## config.mk

```make
export PLATFORM = sky130hd
export DESIGN_NAME = htwd_walker
export DESIGN_NICKNAME = d
export VERILOG_FILES = /design/src/rtl/htwd_pkg.sv /design/src/rtl/htwd_walker.sv
export SDC_FILE = /design/constraint.sdc
export NUM_CORES = 1
export LEC_CHECK = 0
export ABC_AREA = 0
export ABC_CLOCK_PERIOD_IN_PS = 4200
export BUFFER_PORTS_ARGS = -buffer_cell sky130_fd_sc_hd__buf_2
export CORE_MARGIN = 1
export CORE_UTILIZATION = 50
export DETAILED_ROUTE_END_ITERATION = 16
export PLACE_DENSITY = 0.88
export REMOVE_ABC_BUFFERS = 1
export SETUP_SLACK_MARGIN = 0.15
export SYNTH_ARGS = -nofsm -noshare
export SYNTH_HDL_FRONTEND = slang
export SYNTH_SLANG_ARGS = --single-unit
```

## constraint.sdc

```tcl
create_clock -name clk -period 4.2 [get_ports clk]
set_clock_uncertainty 0.15 [all_clocks]
set_input_delay 0.21 -clock clk [delete_from_list [all_inputs] [get_ports clk]]
set_output_delay 0.21 -clock clk [all_outputs]
set_load 0.1 [all_outputs]
```

## src/rtl/htwd_pkg.sv

```systemverilog
`default_nettype none
package htwd_pkg;

  localparam int NODE_COUNT_DEF = 512;
  localparam int BITS_PER_BYTE  = 8;
  localparam int IDX_W          = 9;
  localparam int SYM_W          = 8;
  localparam int CNT_W          = 4;
  localparam int IN_TDATA_W     = 56;

  typedef enum logic {
    CMD_LOAD   = 1'b0,
    CMD_DECODE = 1'b1
  } cmd_t;

  typedef enum logic [1:0] {
    ST_IDLE,
    ST_WALK,
    ST_FLUSH
  } walk_state_t;

  // one table node, packed as the load item delivers it
  typedef struct packed {
    logic [SYM_W-1:0] sym;
    logic             leaf;
    logic             rp;
    logic             lp;
    logic [IDX_W-1:0] right;
    logic [IDX_W-1:0] left;
  } node_t;

  typedef struct packed {
    cmd_t                     command;
    logic [IDX_W-1:0]         node_index;
    node_t                    node;
    logic [BITS_PER_BYTE-1:0] data_byte;
    logic [CNT_W-1:0]         valid_bits;
    logic                     eos;
  } item_t;

  typedef struct packed {
    logic             err;
    logic [SYM_W-1:0] sym;
  } res_t;

  typedef struct packed {
    logic valid;
    logic last;
    res_t res;
  } push_t;

endpackage
`default_nettype wire

```

## src/rtl/htwd_walker.sv

```systemverilog
`default_nettype none
module htwd_walker import htwd_pkg::*; #(
  parameter int NODE_COUNT = NODE_COUNT_DEF,
  parameter int AW         = $clog2(NODE_COUNT)
) (
  input  wire logic          clk,
  input  wire logic          rst_n,
  input  wire item_t         item,
  input  wire logic          item_valid,
  output logic               item_ready,
  output push_t              push,
  input  wire logic          push_ready,
  output logic               mem_we,
  output logic [AW-1:0]      mem_waddr,
  output node_t              mem_wdata,
  output logic               mem_re,
  output logic [AW-1:0]      mem_raddr,
  input  wire node_t         mem_rdata
);

  walk_state_t              state_r, state_nxt;
  logic [BITS_PER_BYTE-1:0] bits_r, bits_nxt;
  logic [CNT_W-1:0]         cnt_r, cnt_nxt;
  logic                     eos_r, eos_nxt;
  logic                     pend_r, pend_nxt;
  logic [IDX_W-1:0]         pend_idx_r, pend_idx_nxt;
  logic [IDX_W-1:0]         cur_node_r, cur_node_nxt;
  node_t                    cur_entry_r, cur_entry_nxt;
  node_t                    root_r, root_nxt;
  logic                     halted_r, halted_nxt;
  logic                     held_v_r, held_v_nxt;
  res_t                     held_r, held_nxt;

  logic             leaf_hit;
  node_t            eff;
  logic [IDX_W-1:0] eff_idx;
  logic             has_bit;
  logic             bit_val;
  logic [IDX_W-1:0] child;
  logic             present;
  logic             miss;
  logic             new_res;
  logic             can_go;
  logic             walk_done;
  logic             flush_go;
  logic             idx_ok;
  logic [CNT_W-1:0] sat_cnt;
  res_t             new_val;

  // a fetched child's node is seen from the cycle after its read, and is resolved once the walk can go
  assign leaf_hit  = pend_r & mem_rdata.leaf;
  assign eff       = pend_r ? (mem_rdata.leaf ? root_r : mem_rdata) : cur_entry_r;
  assign eff_idx   = pend_r ? (mem_rdata.leaf ? '0 : pend_idx_r) : cur_node_r;
  assign has_bit   = (cnt_r != '0);
  assign bit_val   = bits_r[0];
  assign child     = bit_val ? eff.right : eff.left;
  assign present   = bit_val ? eff.rp : eff.lp;
  assign miss      = has_bit & (~present | (32'(child) >= NODE_COUNT));
  assign new_res   = leaf_hit | miss;
  assign can_go    = ~new_res | ~held_v_r | push_ready;
  // a leaf and a miss in one cycle: emit the leaf now, take the bit later from the root
  assign walk_done = can_go & ((miss & ~leaf_hit) | ~has_bit);
  assign flush_go  = ~held_v_r | push_ready;
  assign idx_ok    = (32'(item.node_index) < NODE_COUNT);
  assign sat_cnt   = (item.valid_bits > CNT_W'(BITS_PER_BYTE)) ?
                     CNT_W'(BITS_PER_BYTE) : item.valid_bits;
  assign new_val   = leaf_hit ? res_t'{err: 1'b0, sym: mem_rdata.sym} :
                                res_t'{err: 1'b1, sym: '0};

  always_comb begin
    state_nxt = state_r;
    case (state_r)
      ST_IDLE: begin
        if (item_valid && item.command == CMD_DECODE) begin
          state_nxt = ST_WALK;
        end
      end
      ST_WALK: begin
        if (walk_done) begin
          state_nxt = ST_FLUSH;
        end
      end
      ST_FLUSH: begin
        if (flush_go) begin
          state_nxt = ST_IDLE;
        end
      end
      default: state_nxt = ST_IDLE;
    endcase
  end

  always_comb begin
    bits_nxt      = bits_r;
    cnt_nxt       = cnt_r;
    eos_nxt       = eos_r;
    pend_nxt      = pend_r;
    pend_idx_nxt  = pend_idx_r;
    cur_node_nxt  = cur_node_r;
    cur_entry_nxt = cur_entry_r;
    root_nxt      = root_r;
    halted_nxt    = halted_r;
    held_v_nxt    = held_v_r;
    held_nxt      = held_r;
    item_ready    = (state_r == ST_IDLE);
    mem_we        = 1'b0;
    mem_waddr     = AW'(item.node_index);
    mem_wdata     = item.node;
    mem_re        = 1'b0;
    mem_raddr     = AW'(child);
    push          = '0;
    case (state_r)
      ST_IDLE: begin
        if (item_valid) begin
          if (item.command == CMD_LOAD) begin
            if (idx_ok) begin
              mem_we = 1'b1;
              if (item.node_index == '0) begin
                root_nxt = item.node;
              end
              if (item.node_index == cur_node_r) begin
                cur_entry_nxt = item.node;
              end
            end
            if (item.eos) begin
              cur_node_nxt  = '0;
              cur_entry_nxt = root_nxt;
              halted_nxt    = 1'b0;
            end
          end else begin
            bits_nxt = item.data_byte;
            cnt_nxt  = halted_r ? '0 : sat_cnt;
            eos_nxt  = item.eos;
          end
        end
      end
      ST_WALK: begin
        if (can_go) begin
          if (new_res) begin
            // a held result goes out, not last, once the next one shows up; else the flush marks it last
            push.valid = held_v_r;
            push.last  = 1'b0;
            push.res   = held_r;
            held_v_nxt = 1'b1;
            held_nxt   = new_val;
          end
          cur_entry_nxt = eff;
          cur_node_nxt  = eff_idx;
          pend_nxt      = 1'b0;
          if (!(leaf_hit && miss)) begin
            if (miss) begin
              halted_nxt = 1'b1;
            end else if (has_bit) begin
              mem_re       = 1'b1;
              pend_nxt     = 1'b1;
              pend_idx_nxt = child;
              bits_nxt     = bits_r >> 1;
              cnt_nxt      = cnt_r - 1'b1;
            end
          end
        end
      end
      ST_FLUSH: begin
        if (flush_go) begin
          push.valid = held_v_r;
          push.last  = 1'b1;
          push.res   = held_r;
          held_v_nxt = 1'b0;
          cnt_nxt    = '0;
          if (eos_r) begin
            cur_node_nxt  = '0;
            cur_entry_nxt = root_r;
            halted_nxt    = 1'b0;
          end
        end
      end
      default: ;
    endcase
  end

  always_ff @(posedge clk) begin
    if (!rst_n) begin
      state_r    <= ST_IDLE;
      cnt_r      <= '0;
      pend_r     <= 1'b0;
      cur_node_r <= '0;
      halted_r   <= 1'b0;
      held_v_r   <= 1'b0;
    end else begin
      state_r    <= state_nxt;
      cnt_r      <= cnt_nxt;
      pend_r     <= pend_nxt;
      cur_node_r <= cur_node_nxt;
      halted_r   <= halted_nxt;
      held_v_r   <= held_v_nxt;
    end
    bits_r      <= bits_nxt;
    eos_r       <= eos_nxt;
    pend_idx_r  <= pend_idx_nxt;
    cur_entry_r <= cur_entry_nxt;
    root_r      <= root_nxt;
    held_r      <= held_nxt;
  end

  a_pend_in_walk: assert property (@(posedge clk) disable iff (!rst_n)
    pend_r |-> state_r == ST_WALK)
    else $error("child fetch pending outside the walk");

  a_idle_nothing_held: assert property (@(posedge clk) disable iff (!rst_n)
    state_r == ST_IDLE |-> !held_v_r && !pend_r)
    else $error("result or fetch left over in idle");

  a_halt_has_error: assert property (@(posedge clk) disable iff (!rst_n)
    $rose(halted_r) |-> held_v_r && held_r.err)
    else $error("halt raised without an error result");

  a_cnt_range: assert property (@(posedge clk) disable iff (!rst_n)
    cnt_r <= CNT_W'(BITS_PER_BYTE))
    else $error("bit count beyond a byte");

  a_push_only_ready: assert property (@(posedge clk) disable iff (!rst_n)
    push.valid |-> push_ready)
    else $error("result pushed into a full output stage");

endmodule
`default_nettype wire

```

==> key figures <==
Power
  – Power consumption: 3990 uW
  – Static leakage: 0.00241 uW
  – Worst vdd ir: 512 uV
  – PD cells: 666 mW/mm^2

Global routing
  – Largest net degree at the start of global routing: 66
  – Gr ovfl total: 0
  – First-pass GRT wire length: 19.8 mm
  – Total Routing Usage GR: 23.2%
  – Initial antenna violation count: 0
  – Number of global-route vias before repair: 3,917

Critical path
  – R2R setup slack: 1.25 ns
  – R2r startpoint: state_r[1]
  – Critical-path cell list: buf_4 -> mux4_2 -> o21ai_2 -> a21oi_1 -> nor2b_1 -> buf_2
  – Crit Path Category: reg2out
  – R2R depth: 6
  – Slowest Stage Delay on Critical Path: 0.68 ns
  – RR Endpoint: cur_node_r[5]
  – Crit. End Element: primary output
  – Worst EP arrival: 2.97 ns
  – CP Max Fanout: 19
  – Req. time, crit path: 3.84 ns
  – Critical Path Source Type: flip-flop
  – CP max stage cell: mux4_2

Clock tree
  – Clk_lat worst skew: 0.37 ns
  – Post-CTS Setup Inserts: 0
  – Htree depth: 3
  – CTS Buffer Depth: 2
  – Cts bufs inserted: 9
  – CTS resizes: 0
  – Clk root buf: clkbuf_8
  – CTS clock-pin slew for the worst setup and hold paths: 0.09 ns
  – Cts hold-fix bufs: 9
  – CTS sink count: 85
  – CTS tree: yes

Routing
  – TritonRoute pass-1 iters: 7
  – Final WL: 12.4 mm
  – # DRC: 0
  – WL per Instance: 17.7 microns
  – DR iter-0 viols: 289
  – Antenna Nets Post-Route: 0
  – Via count: 4,200
  – Via-to-Cell Ratio: 5.99

Die
  – Die Y: 104 microns
  – Row count: 37
  – Initial Util: 51.2%
  – Die ar.: 0.0109 sq mm
  – IO Pins: 146
  – Die Width: 104 microns
  – Core ar.: 0.0102 sq mm

Cells and area
  – P&R area growth vs syn: 14.3%
  – Filler cells: 817
  – Design area: 0.00599 sq mm
  – Final #Nets: 650
  – Most frequent cells in the layout: 127 x buf_2, 67 x edfxtp_1, 49 x mux2i_1
  – Most common cell after layout, fill and taps aside: buf_2
  – Finished Layout Cells: 701
  – Final Util: 58.6%
  – Layout cells sized above 1: 35.6%
  – Ant diodes: 0

Min path
  – Worst hold endpoint: bits_r[0]
  – HP Class: in2reg
  – Hold path start: item[5]
  – Hold Crit Depth: 2

Timing
  – Worst slew pin tran: 1.07 ns
  – Post-route minimum period: 3.33 ns
  – Unrepaired setup endpoints after global routing: false
  – Final hold vios: 0
  – Fmax achieved: 300 MHz
  – Slew Viols, Final: 0
  – Slew margin rel.: 28.5%
  – Final hold slack: 0.00203 ns
  – Final setup viols: 0
  – Tcrit/Tclk final: 79.4%

Logic synthesis
  – Synth cell types: 50
  – Cells after Synth: 473
  – Syn. warnings: 0
  – Number of synthesized register bits: 85
  – Synth Area per Inst: 11.1 sq um
  – Post-synth EDFFs: 67
  – Main synth FF type: edfxtp_1
  – Seq/Total Area, Yosys: 45.3%
  – FFs w/ async S/R, synth: 0%
  – Mapped Area: 0.00524 sq mm

Placement
  – IO buf count: 127
  – Hpwl dp: 8.43 mm
  – Placed cells: 676
  – Gpl congestion: 0.910
  – Post-DP Area: 0.00572 sq mm

Status
  – Status: finished clean

Flow run
  – Max Cap Viol: 0
[where the power goes]
group          switching (uW)  internal, uW
Combinational            1600           492
Clock                     302           246
Sequential                119          1230
Total                    2030          1970
[worst max path at each step]
stage	slack, ns	start	endpoint
finish	0.87	bits_r[0]	push[7]
global route	0.70	cnt_r[0]	push[7]
CTS	0.92	bits_r[0]	push[8]
detailed placement	1.32	cnt_r[0]	cur_entry_r[0]
global placement	1.38	cnt_r[0]	cur_entry_r[11]
floorplan	-0.19	state_r[1]	push[0]
[metal layers]
layer / routed length [microns] / GRT usage, % / part of all wire, % / vias up
li1: - / - / - / 1923
met1: 5030 / 29.7 / 41 / 1982
met2: 6010 / 37.4 / 48 / 257
met3: 1000 / 4.01 / 8.1 / 38
met4: 365 / 12.6 / 2.9 / 0
met5: 0 / 0 / 0 / -
[worst max-delay path: cells and delay by family, from the launching register on]
family                 cells  cell delay [ns]
AO/OA/AOI/OAI              2             0.55
multiplexers               1             0.68
AND/OR/NAND/NOR            1             0.21
buffers and inverters      2             0.80
flip-flops                 1             0.34
[synth_stat cells (2+ instances only)]
library cell / n / area share [%]
and2_1: 3 / 0.36
dfxtp_1: 18 / 6.9
ha_1: 5 / 1.2
buf_4: 39 / 5.6
and3_1: 12 / 1.4
a211oi_1: 19 / 2.7
nor3b_1: 2 / 0.29
o41ai_1: 4 / 0.67
nor3_1: 4 / 0.38
or2_2: 2 / 0.24
a21oi_1: 29 / 2.8
o21ai_0: 29 / 2.8
nor4_1: 3 / 0.36
buf_1: 2 / 0.14
buf_2: 2 / 0.19
xnor2_1: 2 / 0.33
nor2b_1: 11 / 1.3
edfxtp_1: 67 / 38
o221ai_1: 2 / 0.33
nand2b_1: 2 / 0.24
inv_1: 11 / 0.79
a32o_1: 9 / 1.7
nand2_1: 18 / 1.3
nor2_1: 31 / 2.2
o211ai_1: 3 / 0.43
mux2_2: 29 / 6.2
clkbuf_1: 24 / 1.7
mux4_2: 10 / 4.3
xor2_1: 7 / 1.2
mux2i_1: 49 / 9.4
o311ai_0: 2 / 0.33
nand3_1: 5 / 0.48
[sequential cells by signal, indices dropped and copies added, names as in the netlist, 2 cells and up]
signal       flops
cnt_r            4
root_r          20
held_r           9
pend_idx_r       9
cur_entry_r     20
bits_r           8
state_r          2
cur_node_r       9
[cells by family after synthesis]
| group | share of synthesized area, % |
|---|---|
| AOI/OAI and AO/OA | 14.4 |
| muxes | 19.9 |
| DFF | 45.3 |
| buffers and inverters | 8.64 |
| adders and majority gates | 1.19 |
| xor gates and xnor gates | 1.50 |
| and+or+nand+nor | 9.14 |
[area by class of cell]
| class | count | area, sq um | share of cell area [%] |
|---|---|---|---|
| clock buffer | 11 | 151 | 2.53 |
| clock inverter | 5 | 35.0 | 0.584 |
| inverter | 11 | 41.3 | 0.689 |
| multi-input combinational | 309 | 2440 | 40.7 |
| sequential | 85 | 2370 | 39.6 |
| tap | 136 | 170 | 2.84 |
| timing repair buffer | 144 | 786 | 13.1 |
[stage by stage]
step,worst slack [ns],TNS [ns]
after global routing,0.703,0
after CTS,0.921,0
final,0.866,0
after global placement,1.38,0
after detailed placement,1.32,0
after floorplan,-0.187,-1.68
(Power assumes the default switching activity.)
